File: src/rtl/core/mbps_pkg.sv
// masked byte pattern search: shared types and constants
// no dependencies; used by every module of the block
`timescale 1ns / 1ps

package mbps_pkg;

  // fixed field widths
  localparam int PatBytes = 16;
  localparam int PatW     = 8 * PatBytes;
  localparam int LenW     = 5;
  localparam int AddrW    = 32;
  localparam int CfgDataW = 64;
  localparam int CfgIdxW  = 3;

  // configuration register indexes
  typedef enum logic [CfgIdxW-1:0] {
    RegPatLow   = 3'd0,
    RegPatHigh  = 3'd1,
    RegCareMask = 3'd2,
    RegPatLen   = 3'd3,
    RegBase     = 3'd4,
    RegOffset   = 3'd5,
    RegBackward = 3'd6
  } cfg_reg_e;

  // settings handed from the register file to the match logic
  typedef struct packed {
    logic [PatW-1:0]     pattern;   // byte k in bits 8k+7..8k
    logic [PatBytes-1:0] care;
    logic [LenW-1:0]     len;       // clamped, 1..PATTERN_MAX
    logic [AddrW-1:0]    addr_adj;  // base - (len - 1)
    logic [AddrW-1:0]    offset;    // added to the kept start on the result
    logic                backward;
  } cfg_t;

endpackage

File: src/rtl/core/mbps_cfg.sv
// masked byte pattern search: configuration registers
// depends on mbps_pkg
`timescale 1ns / 1ps

module mbps_cfg #(
  parameter int PATTERN_MAX = 16
) (
  input  logic                                clk_i,
  input  logic                                rst_ni,
  input  logic                                cfg_we_i,
  input  logic [mbps_pkg::CfgIdxW-1:0]        cfg_index_i,
  input  logic [mbps_pkg::CfgDataW-1:0]       cfg_data_i,
  output mbps_pkg::cfg_t                      cfg_o
);

  logic [63:0]                     pat_lo_q;
  logic [63:0]                     pat_hi_q;
  logic [mbps_pkg::PatBytes-1:0]   care_q;
  logic [mbps_pkg::LenW-1:0]       len_raw_q;
  logic [mbps_pkg::AddrW-1:0]      base_q;
  logic [mbps_pkg::AddrW-1:0]      offset_q;
  logic                            backward_q;
  logic [mbps_pkg::LenW-1:0]       len_lo;
  logic [mbps_pkg::LenW-1:0]       len_eff;

  always_ff @(posedge clk_i or negedge rst_ni) begin
    if (!rst_ni) begin
      pat_lo_q   <= '0;
      pat_hi_q   <= '0;
      care_q     <= '1;
      len_raw_q  <= mbps_pkg::LenW'(1);
      base_q     <= '0;
      offset_q   <= '0;
      backward_q <= 1'b0;
    end else if (cfg_we_i) begin
      case (mbps_pkg::cfg_reg_e'(cfg_index_i))
        mbps_pkg::RegPatLow:   pat_lo_q   <= cfg_data_i;
        mbps_pkg::RegPatHigh:  pat_hi_q   <= cfg_data_i;
        mbps_pkg::RegCareMask: care_q     <= cfg_data_i[mbps_pkg::PatBytes-1:0];
        mbps_pkg::RegPatLen:   len_raw_q  <= cfg_data_i[mbps_pkg::LenW-1:0];
        mbps_pkg::RegBase:     base_q     <= cfg_data_i[mbps_pkg::AddrW-1:0];
        mbps_pkg::RegOffset:   offset_q   <= cfg_data_i[mbps_pkg::AddrW-1:0];
        mbps_pkg::RegBackward: backward_q <= cfg_data_i[0];
        default: ;
      endcase
    end
  end

  // zero acts as one, anything past the window depth as the depth
  always_comb begin
    len_lo  = (len_raw_q == '0) ? mbps_pkg::LenW'(1) : len_raw_q;
    len_eff = (int'(len_lo) > PATTERN_MAX) ? mbps_pkg::LenW'(PATTERN_MAX) : len_lo;
  end

  assign cfg_o.pattern  = {pat_hi_q, pat_lo_q};
  assign cfg_o.care     = care_q;
  assign cfg_o.len      = len_eff;
  assign cfg_o.addr_adj = base_q - mbps_pkg::AddrW'(len_eff - mbps_pkg::LenW'(1));
  assign cfg_o.offset   = offset_q;
  assign cfg_o.backward = backward_q;

endmodule

File: src/rtl/core/mbps_match.sv
// masked byte pattern search: byte window, masked compare and kept match
// depends on mbps_pkg
`timescale 1ns / 1ps

module mbps_match #(
  parameter int PATTERN_MAX = 16
) (
  input  logic                          clk_i,
  input  logic                          rst_ni,
  input  logic                          step_i,
  input  logic                          last_i,
  input  logic [7:0]                    byte_i,
  input  mbps_pkg::cfg_t                cfg_i,
  output logic                          found_o,
  output logic [mbps_pkg::AddrW-1:0]    addr_o
);

  localparam int IdxW = (PATTERN_MAX > 1) ? $clog2(PATTERN_MAX) : 1;
  localparam int KMax = (PATTERN_MAX < mbps_pkg::PatBytes) ? PATTERN_MAX
                                                           : mbps_pkg::PatBytes;

  logic [7:0]                  win_q [PATTERN_MAX];
  logic [7:0]                  win_d [PATTERN_MAX];
  logic [31:0]                 seen_q;
  logic                        have_q;
  logic [mbps_pkg::AddrW-1:0]  kept_q;
  logic                        hit;
  logic                        cmp_en;
  logic                        take;
  logic                        have_next;
  logic [mbps_pkg::AddrW-1:0]  kept_next;

  // window[0] is the newest byte
  always_comb begin
    win_d[0] = byte_i;
    for (int i = 1; i < PATTERN_MAX; i++) begin
      win_d[i] = win_q[i-1];
    end
  end

  // pattern byte k lines up with the byte len-1-k steps back
  always_comb begin
    logic [6:0] idx;
    hit = 1'b1;
    for (int k = 0; k < KMax; k++) begin
      idx = 7'(cfg_i.len) - 7'd1 - 7'(k);
      if ((mbps_pkg::LenW'(k) < cfg_i.len) && ((k == 0) || cfg_i.care[k]) &&
          (win_d[idx[IdxW-1:0]] != cfg_i.pattern[8*k +: 8])) begin
        hit = 1'b0;
      end
    end
  end

  // kept start is region address; the offset is added on the way out
  always_comb begin
    cmp_en    = seen_q >= 32'(cfg_i.len - mbps_pkg::LenW'(1));
    take      = cmp_en && hit && (cfg_i.backward || !have_q);
    have_next = have_q || take;
    kept_next = take ? (cfg_i.addr_adj + seen_q) : kept_q;
  end

  assign found_o = have_next;
  assign addr_o  = have_next ? (kept_next + cfg_i.offset) : '0;

  always_ff @(posedge clk_i or negedge rst_ni) begin
    if (!rst_ni) begin
      seen_q <= '0;
      have_q <= 1'b0;
    end else if (step_i) begin
      if (last_i) begin
        seen_q <= '0;
        have_q <= 1'b0;
      end else begin
        seen_q <= (seen_q != '1) ? seen_q + 32'd1 : seen_q;
        have_q <= have_next;
      end
    end
  end

  always_ff @(posedge clk_i) begin
    if (step_i) begin
      win_q  <= win_d;
      kept_q <= kept_next;
    end
  end

endmodule

File: src/rtl/core/masked_byte_pattern_search.sv
//  channel  | direction | handshake               | payload
//  ---------+-----------+-------------------------+----------------------------
//  in       | in        | in_valid_i / in_ready_o | data_byte_i, last_byte_i
//  out      | out       | out_valid_o/ out_ready_i| found_o, match_address_o
//  cfg      | in        | cfg_we_i (no wait)      | cfg_index_i, cfg_data_i
//
//  one byte a cycle unless stalled; a word sits in the input register while
//  the compare and match update run on it, and a last word then loads the
//  result into the output register, from which the result can be taken
//  the input side stalls only when a last byte waits on a full output register
//  asynchronous active-low reset clears valid flags, count and kept match;
//  configuration resets to pattern 0, full care mask, length one
//  depends on mbps_pkg, mbps_cfg, mbps_match
`timescale 1ns / 1ps

module masked_byte_pattern_search #(
  parameter int PATTERN_MAX = 16
) (
  input  logic                               clk_i,
  input  logic                               rst_ni,
  // byte input
  input  logic                               in_valid_i,
  output logic                               in_ready_o,
  input  logic [7:0]                         data_byte_i,
  input  logic                               last_byte_i,
  // result output
  output logic                               out_valid_o,
  input  logic                               out_ready_i,
  output logic                               found_o,
  output logic [mbps_pkg::AddrW-1:0]         match_address_o,
  // configuration write port
  input  logic                               cfg_we_i,
  input  logic [mbps_pkg::CfgIdxW-1:0]       cfg_index_i,
  input  logic [mbps_pkg::CfgDataW-1:0]      cfg_data_i
);

  mbps_pkg::cfg_t              cfg;

  // input register
  logic                        in_vld_q;
  logic                        in_vld_d;
  logic [7:0]                  in_byte_q;
  logic                        in_last_q;
  logic                        in_fire;

  // output register
  logic                        out_vld_q;
  logic                        out_vld_d;
  logic                        out_found_q;
  logic [mbps_pkg::AddrW-1:0]  out_addr_q;
  logic                        out_free;

  // match stage
  logic                        step;
  logic                        res_found;
  logic [mbps_pkg::AddrW-1:0]  res_addr;

  mbps_cfg #(
    .PATTERN_MAX (PATTERN_MAX)
  ) u_cfg (
    .clk_i       (clk_i),
    .rst_ni      (rst_ni),
    .cfg_we_i    (cfg_we_i),
    .cfg_index_i (cfg_index_i),
    .cfg_data_i  (cfg_data_i),
    .cfg_o       (cfg)
  );

  // output slot is free when empty or being drained this cycle
  assign out_free = !out_vld_q || out_ready_i;

  // a non-last word always moves on; a last word needs the result slot
  assign step       = in_vld_q && (!in_last_q || out_free);
  assign in_ready_o = !in_vld_q || step;
  assign in_fire    = in_valid_i && in_ready_o;

  always_comb begin
    in_vld_d = in_vld_q;
    if (in_fire) begin
      in_vld_d = 1'b1;
    end else if (step) begin
      in_vld_d = 1'b0;
    end
  end

  always_comb begin
    out_vld_d = out_vld_q;
    if (step && in_last_q) begin
      out_vld_d = 1'b1;
    end else if (out_ready_i) begin
      out_vld_d = 1'b0;
    end
  end

  mbps_match #(
    .PATTERN_MAX (PATTERN_MAX)
  ) u_match (
    .clk_i   (clk_i),
    .rst_ni  (rst_ni),
    .step_i  (step),
    .last_i  (in_last_q),
    .byte_i  (in_byte_q),
    .cfg_i   (cfg),
    .found_o (res_found),
    .addr_o  (res_addr)
  );

  // valid flags
  always_ff @(posedge clk_i or negedge rst_ni) begin
    if (!rst_ni) begin
      in_vld_q  <= 1'b0;
      out_vld_q <= 1'b0;
    end else begin
      in_vld_q  <= in_vld_d;
      out_vld_q <= out_vld_d;
    end
  end

  // payload registers
  always_ff @(posedge clk_i) begin
    if (in_fire) begin
      in_byte_q <= data_byte_i;
      in_last_q <= last_byte_i;
    end
    if (step && in_last_q) begin
      out_found_q <= res_found;
      out_addr_q  <= res_addr;
    end
  end

  assign out_valid_o     = out_vld_q;
  assign found_o         = out_found_q;
  assign match_address_o = out_addr_q;

endmodule

File: config.mk
export PLATFORM = sky130hd
export DESIGN_NAME = masked_byte_pattern_search
export DESIGN_NICKNAME = d
export VERILOG_FILES = /design/src/rtl/core/mbps_pkg.sv /design/src/rtl/core/mbps_cfg.sv /design/src/rtl/core/mbps_match.sv /design/src/rtl/core/masked_byte_pattern_search.sv
export SDC_FILE = /design/constraint.sdc
export NUM_CORES = 1
export LEC_CHECK = 0
export BUFFER_PORTS_ARGS = -buffer_cell sky130_fd_sc_hd__buf_2
export CORE_ASPECT_RATIO = 0.9
export CORE_MARGIN = 3
export CORE_UTILIZATION = 60
export CTS_CLUSTER_DIAMETER = 50
export DETAILED_ROUTE_END_ITERATION = 10
export PLACE_DENSITY_LB_ADDON = 0.15
export RECOVER_POWER = 100
export SETUP_SLACK_MARGIN = 0.05
export SLEW_MARGIN = 20
export SYNTH_ARGS = -nofsm -noshare
export SYNTH_HDL_FRONTEND = slang
export SYNTH_SLANG_ARGS = --single-unit
File: constraint.sdc
create_clock -name clk_i -period 12.9 [get_ports clk_i]
set_clock_uncertainty 0.2 [all_clocks]
set_input_delay 0.645 -clock clk_i [delete_from_list [all_inputs] [get_ports clk_i]]
set_output_delay 0.645 -clock clk_i [all_outputs]
set_load 0.02 [all_outputs]
# ---- Word-level counts from Yosys, hierarchy flattened
# Index checks and enable logic that the tools add are counted.
dict set report classes {
  n_mux 74
  eq_ne 23
  bitwise_logic 16
  reduce_logical 58
  magnitude_cmp 34
  n_addsub 21
}
# operator n
set op_table {}
lappend op_table {{8-bit binary-select mux with 4-bit select} 16}
lappend op_table {{8-bit two-way mux} 32}
lappend op_table {{8-bit != test} 16}
lappend op_table {{32-bit two-way mux} 3}
lappend op_table {{5-bit greater-or-equal comparator, second input constant} 16}
lappend op_table {{4-bit inverter with 5-bit output} 16}
lappend op_table {{32-bit adder} 2}
lappend op_table {{4-bit by 5-bit less-than comparator with 1-bit output, first input constant} 8}
lappend op_table {{1-bit logical AND} 36}
lappend op_table {{32-bit by 1-bit adder with 32-bit output, second input constant} 1}
lappend op_table {{32-bit greater-or-equal comparator} 1}
lappend op_table {{32-bit != test, second input constant} 1}
lappend op_table {{32-bit subtractor} 1}
lappend op_table {{4-bit subtractor, second input constant} 8}
lappend op_table {{1-bit two-way mux} 21}
lappend op_table {{3-bit by 5-bit less-than comparator with 1-bit output, first input constant} 4}
lappend op_table {{2-bit AND reduction} 8}
lappend op_table {{4-bit by 3-bit subtractor with 4-bit output, second input constant} 4}
lappend op_table {{1-bit by 5-bit less-than comparator with 1-bit output, first input constant} 2}
lappend op_table {{2-bit by 5-bit less-than comparator with 1-bit output, first input constant} 2}
lappend op_table {{5-bit two-way mux} 2}
lappend op_table {{3-bit equality test, second input constant} 3}
lappend op_table {{4-bit by 1-bit subtractor with 4-bit output, second input constant} 2}
lappend op_table {{4-bit by 2-bit subtractor with 4-bit output, second input constant} 2}
lappend op_table {{other kinds (9)} 19}
dict set report totals {
  ff_bits 443
  word_cells 257
}

# ---- Logic depth before layout (Yosys ltp)
dict set report logic_depth {
  ltp_word 31
  mapped_depth 39
}

# ---- By module
# Synthesis repeated with hierarchy kept, for this count alone.
dict set report unflattened {
  hier_cells 2404
  hier_area_um2 29230.5
}
# mod instances area_per_inst_um2 cells_each
set by_module_without_submodules {}
lappend by_module_without_submodules {mbps_match 1 18049.8 1643}
lappend by_module_without_submodules {mbps_cfg 1 9801.9 709}
lappend by_module_without_submodules {masked_byte_pattern_search 1 1378.8 52}

# ---- Worst setup path before layout
# Ideal clock, no wire load.
dict set report synth_path {
  path_type {register to register}
  start {register u_cfg.len_raw_q[4] in the netlist's numbering}
  end {register out_addr_q (netlist bit match_address_o[30]) (data pin)}
  t_required_ns 12.424
  path_stages_with_launch 40
  slack_ns 3.269
  arrival_time_ns 9.155
  cell_sequence {dfrtp_1 clkbuf_1 or4_1 nand2_1 buf_2 buf_2 ha_1 clkbuf_1 inv_2 buf_1 ha_1 or3_1 a2111o_1 and4_1 clkbuf_2 or2_1 buf_2 buf_6 [... 4 more ...] and4bb_1 nand4_2 buf_2 mux2_2 ha_1 fa_1 a21o_1 a21oi_1 o21bai_1 a211o_1 nand4_1 a31oi_1 o211ai_1 a31oi_1 or3_1 a21boi_0 xnor2_1 a21oi_2}
}
dict set report synth_via {
  elab_chain_len 31
}
# item line_no
set synth_rtl {}
lappend synth_rtl {{from (decl)} mbps_cfg.sv:19} ;# logic [mbps_pkg::LenW-1:0] len_raw_q;
lappend synth_rtl {{from (signal assigned)} mbps_cfg.sv:31} ;# len_raw_q <= mbps_pkg::LenW'(1);
lappend synth_rtl {{from (signal assigned)} mbps_cfg.sv:40} ;# mbps_pkg::RegPatLen: len_raw_q <= cfg_data_i[mbps_pkg::LenW-1:0];
lappend synth_rtl {{5-bit zero test} mbps_cfg.sv:51} ;# len_lo = (len_raw_q == '0) ? mbps_pkg::LenW'(1) : len_raw_q;
lappend synth_rtl {{5-bit two-way mux (*)} mbps_cfg.sv:51}
lappend synth_rtl {{5-bit > comparator} mbps_cfg.sv:52} ;# len_eff = (int'(len_lo) > PATTERN_MAX) ? mbps_pkg::LenW'(PATTERN_MAX) : len_lo;
lappend synth_rtl {{5-bit two-way mux (*)} mbps_cfg.sv:52}
lappend synth_rtl {{4-bit by 1-bit subtractor with 4-bit output} mbps_match.sv:46} ;# idx = 7'(cfg_i.len) - 7'd1 - 7'(k);
lappend synth_rtl {{4-bit by 1-bit subtractor with 4-bit output or 4-bit inverter with 5-bit output (tied branches)} {mbps_match.sv:46, mbps_match.sv:48}}
lappend synth_rtl {{4-bit inverter with 5-bit output (not written as such) or 8-bit binary-select mux with 4-bit select (tied branches)} mbps_match.sv:48} ;# (win_d[idx[IdxW-1:0]] != cfg_i.pattern[8*k +: 8])) begin
lappend synth_rtl {{8-bit binary-select mux with 4-bit select or 8-bit two-way mux (tied branches)} mbps_match.sv:48}
lappend synth_rtl {{8-bit two-way mux (not written as such)} mbps_match.sv:48}
lappend synth_rtl {{8-bit two-way mux (not written as such) or 8-bit != test (tied branches)} mbps_match.sv:48}
lappend synth_rtl {{8-bit != test or 1-bit logical AND (tied branches)} {mbps_match.sv:48, mbps_match.sv:47}}
lappend synth_rtl {{1-bit logical AND or 1-bit two-way mux (tied branches)} mbps_match.sv:47} ;# if ((mbps_pkg::LenW'(k) < cfg_i.len) && ((k == 0) || cfg_i.care[k]) &&
lappend synth_rtl {{1-bit two-way mux (15 in series)} mbps_match.sv:47}
lappend synth_rtl {{1-bit logical AND (2 in series)} mbps_match.sv:57} ;# take = cmp_en && hit && (cfg_i.backward || !have_q);
lappend synth_rtl {{32-bit two-way mux (*)} mbps_match.sv:59} ;# kept_next = take ? (cfg_i.addr_adj + seen_q) : kept_q;
lappend synth_rtl {{named net u_match.kept_next (one bit)} mbps_match.sv:31} ;# logic [mbps_pkg::AddrW-1:0] kept_next;
lappend synth_rtl {{32-bit adder (*)} mbps_match.sv:63} ;# assign addr_o = have_next ? (kept_next + cfg_i.offset) : '0;
lappend synth_rtl {{to (signal assigned)} masked_byte_pattern_search.sv:127} ;# out_addr_q <= res_addr;
lappend synth_rtl {{to (decl)} masked_byte_pattern_search.sv:50} ;# logic [mbps_pkg::AddrW-1:0] out_addr_q;
# Mark *: on every way through the listed nets, which the timed path passes. The rest lies on a longest branch. The select of a mux whose other input is x is not followed.
# A chain may end at the register's enable or synchronous reset.

# ---- Final worst setup path
dict set report layout_path {
  start {register u_cfg.len_raw_q[4] in the netlist's numbering}
  end {register out_addr_q (netlist bit match_address_o[31]) (data pin)}
}
# Same word-level chain as after synthesis.

==> impl_results.md <==
* Setup-failing EPs final at 0
* CP endpoint kind: flip-flop
* Status: finished with violations
* Reg2reg path depth at 31
* TNS Setup at 0 ns
* Hold WC Path Type: input pin to flip-flop
* Core Area at approximately 0.047 mm²
* Post-synthesis register bit count at roughly 440
* Period minus WS final at between 10 and 15 ns
* Sequential area share after synthesis at 41.4%
* Fin. Hold Viols at 0
* Library cells used by synthesis at 83
* Via-to-Cell Ratio at just under 7
* Hold path cells at 2
* Slew HR at -286%
* Final Cycle Share at just over 90%
* DIE AREA at about 0.051 mm²
* Yosys warns at 0
* Synth top area cells: edfxtp_1, dfrtp_1, mux4_2, mux2_2, ha_1
* DIE WIDTH at approximately 240 µm
* RSZ-0062 raised after global routing: no
* CTS Root Cell: clkbuf_16
* Setup Buffers After CTS at 0
* DR DRC count at 0
* Seq pwr share at a little over a quarter
* Rows at 75
* Int Pwr at between 4 and 5 mW
* Routed WL at just over 80 mm
* Via count at 20500
* Switching power at about 2.9 mW
* Pre-Repair DR Iteration Count at 8
* N_diodes at 0
* Clock power share at about a fifth
* Initial core utilization at 61.5%
* Area after DPL at 0.0302 mm²
* EDFF count, synth at 194
* Largest net degree at the start of global routing at roughly 110
* Critical R2R Capture: match_address_o[31]$_SDFFCE_PP0P_
* Layout cell share with drive strength beyond 1 at around a quarter
* Die Y at ~210 µm
* Critical Path Slowest Stage Cell: or2_1
* Syn avg cell area at roughly 13 µm²
* FMAX at between 80 and 90 MHz
* Synth Cell Area at around 0.029 mm²
* P per Cell Area at about 220 mW/mm²
* GPL Wtd Cong at between 0.9 and 1
* Gr ovfl total at 0
* Vias in the first global route at between 20000 and 25000
* Crit-path max FO at 34
* Antenna violations before repair at 1
* Drt initial violations at between 2000 and 2500
* Post-synthesis cell count at roughly 2300
* Commonest non-fill, non-tap cell in the layout: dfrtp_1
* Worst reg2reg setup slack at 1.08 ns
* Design Area, Final at about 0.032 mm²
* I/O Buffers at approximately 120
* CTS Buf Count at 52
* Maximum VDD drop at approximately 0.13 mV
* Routed WL per cell at roughly 27 µm
* First-pass GRT wire length at between 100 and 150 mm
* P&R area growth vs syn at 9.67%
* CTS resizes at 0
* Max Cap Viol at 11
* Worst EP required at 13.03 ns
* Syn Nets at 2503
* CP Data Arrival Time at approximately 12 ns
* Clock transition at path regs at 0.06 ns
* CP Class: flip-flop to flip-flop
* Hold Startpoint: in_valid_i
* Clk Latency, worst-skew pair at 0.61 ns
* H-Tree Depth at 2
* Ys flop type: dfrtp_1
* Worst Hold Endpoint: in_vld_q$_DFFE_PN0P_
* Startpoint types: flip-flop
* Largest stage delay, worst path at roughly 0.93 ns
* Asr flop ratio synth at between 50% and 60%
* Share of the synthesized area in the top cell type at about a fifth
* Violations in the final reports: capacitance limit, slew limit
* Nets@finish at about 2600
* Leakage dissipation at 12.7 nW
* Clock Sink Count at 442
* Fin. max-slew vios at roughly 700
* Worst r2r src: u_cfg.len_raw_q[4]$_DFFE_PN0P_
* Commonest non-fill, non-tap cells in the layout: dfrtp_1, mux4_2, edfxtp_1
* Io pins at 116
* Comb power frac at 53.2%
* Hpwl dp at 58.7 mm
* Worst-Margin Slew at between 5 and 6 ns
* GRT Util Overall at 32.0%
* Post-route ant nets at 0
* Sw frac at 40.0%
* Max clock buf depth at 3
* Leading area contributor after synthesis: edfxtp_1
* CTS tree: built
[worst max-delay path: cells and delay by family (launching register included)]
family	cells	cell delay, ns
AO/OA/AOI/OAI	8	2.37
buffers and inverters	2	0.71
adder cells (fa/ha/maj)	3	1.03
flip-flops	1	0.53
XOR/XNOR	2	0.81
multiplexers	2	0.49
AND/OR/NAND/NOR	14	5.32
[final cells by class]
type / count / area (µm²)
clock buffers: 65 / 1390
clock inverters: 33 / 315
fillers: 3522 / 15400
inverters: 160 / 608
multi-input cells: 1574 / 16000
flip-flops and latches: 442 / 12100
well taps: 616 / 771
repair buffers: 152 / 802
[power groups by stage]
stage,registers [mW],clock network [mW],logic [mW]
6_report,1.87,1.48,3.80
5_1_grt,1.89,1.56,4.09
4_1_cts,1.86,1.50,3.76
3_5_place_dp,1.88,0,3.73
3_3_place_gp,1.87,0,3.68
2_1_floorplan,1.82,0,2.86
[per-stage QoR]
stage                     total power [mW]  instances  hold WS, ns  setup WS, ns  util [%]
after floorplan                       4.68       2283        0.149          3.27         -
after global placement                5.55       2934        0.295          1.81      63.9
after detailed placement              5.61       2934        0.301          1.48      63.9
after CTS                             7.12       3042      0.00625          1.44      67.8
after global routing                  7.54       3042       0.0473         0.439      67.5
final                                 7.15       3042       0.0330          1.08      67.5
[routing by layer]
| metal | track usage, % | vias up | routed length, µm |
|---|---|---|---|
| li1 | - | 8846 | - |
| met3 | 8.88 | 144 | 9260 |
| met1 | 48.7 | 10500 | 34800 |
| met4 | 9.94 | 0 | 2620 |
| met2 | 45.0 | 1046 | 34500 |
| met5 | 0 | - | 0 |
[state kept, by name, indices dropped and copies added (netlist names), 8 cells and up]
register	cells
u_match.kept_q	32
u_cfg.pat_lo_q	64
u_match.win_d	120
match_address_o	32
u_cfg.care_q	15
u_match.seen_q	32
in_byte_q	8
u_cfg.pat_hi_q	64
u_cfg.offset_q	32
u_cfg.base_q	32
[kinds of logic (layout without fill, tap and decap cells)]
group	Yosys count	in the layout	synth area share, %
buffers and inverters	267	410	3.74
muxes	477	477	26.7
and+or+nand+nor	384	384	6.85
AOI/OAI and AO/OA	371	371	8.36
DFF	442	442	41.4
adders and majority gates	140	140	6.81
xor gates and xnor gates	202	202	6.17
[synth_stat cells, drive strengths merged (20+ instances only)]
| library cell | n |
|---|---|
| clkbuf | 67 |
| nand3 | 30 |
| ha | 108 |
| a21oi | 99 |
| xor2 | 49 |
| a211oi | 21 |
| xnor2 | 153 |
| nand4 | 36 |
| edfxtp | 194 |
| fa | 31 |
| dfrtp | 232 |
| o21ai | 113 |
| nor2 | 82 |
| buf | 40 |
| mux4 | 216 |
| nor3b | 20 |
| inv | 158 |
| mux2 | 214 |
| nand2 | 87 |
| mux2i | 47 |
| a21o | 28 |
| nand2b | 20 |
| nor3 | 35 |
[what timing repair did]
| item | in CTS | in global routing |
|---|---|---|
| hold buffers | 10 | 0 |
| setup endpoints to repair | 0 | 0 |
| hold endpoints to repair | 106 | 0 |
[worst max-delay path by stage]
stage	to	cells past startpoint	start
6_report	match_address_o[31]$_SDFFCE_PP0P_	31	u_cfg.len_raw_q[4]$_DFFE_PN0P_
5_1_grt	match_address_o[31]$_SDFFCE_PP0P_	31	u_cfg.len_raw_q[4]$_DFFE_PN0P_
4_1_cts	match_address_o[31]$_SDFFCE_PP0P_	31	u_cfg.len_raw_q[4]$_DFFE_PN0P_
3_5_place_dp	match_address_o[31]$_SDFFCE_PP0P_	31	u_cfg.len_raw_q[4]$_DFFE_PN0P_
3_3_place_gp	match_address_o[31]$_SDFFCE_PP0P_	31	u_cfg.len_raw_q[4]$_DFFE_PN0P_
2_1_floorplan	match_address_o[30]$_SDFFCE_PP0P_	39	u_cfg.len_raw_q[4]$_DFFE_PN0P_
Power figures use the tool's default switching activity.
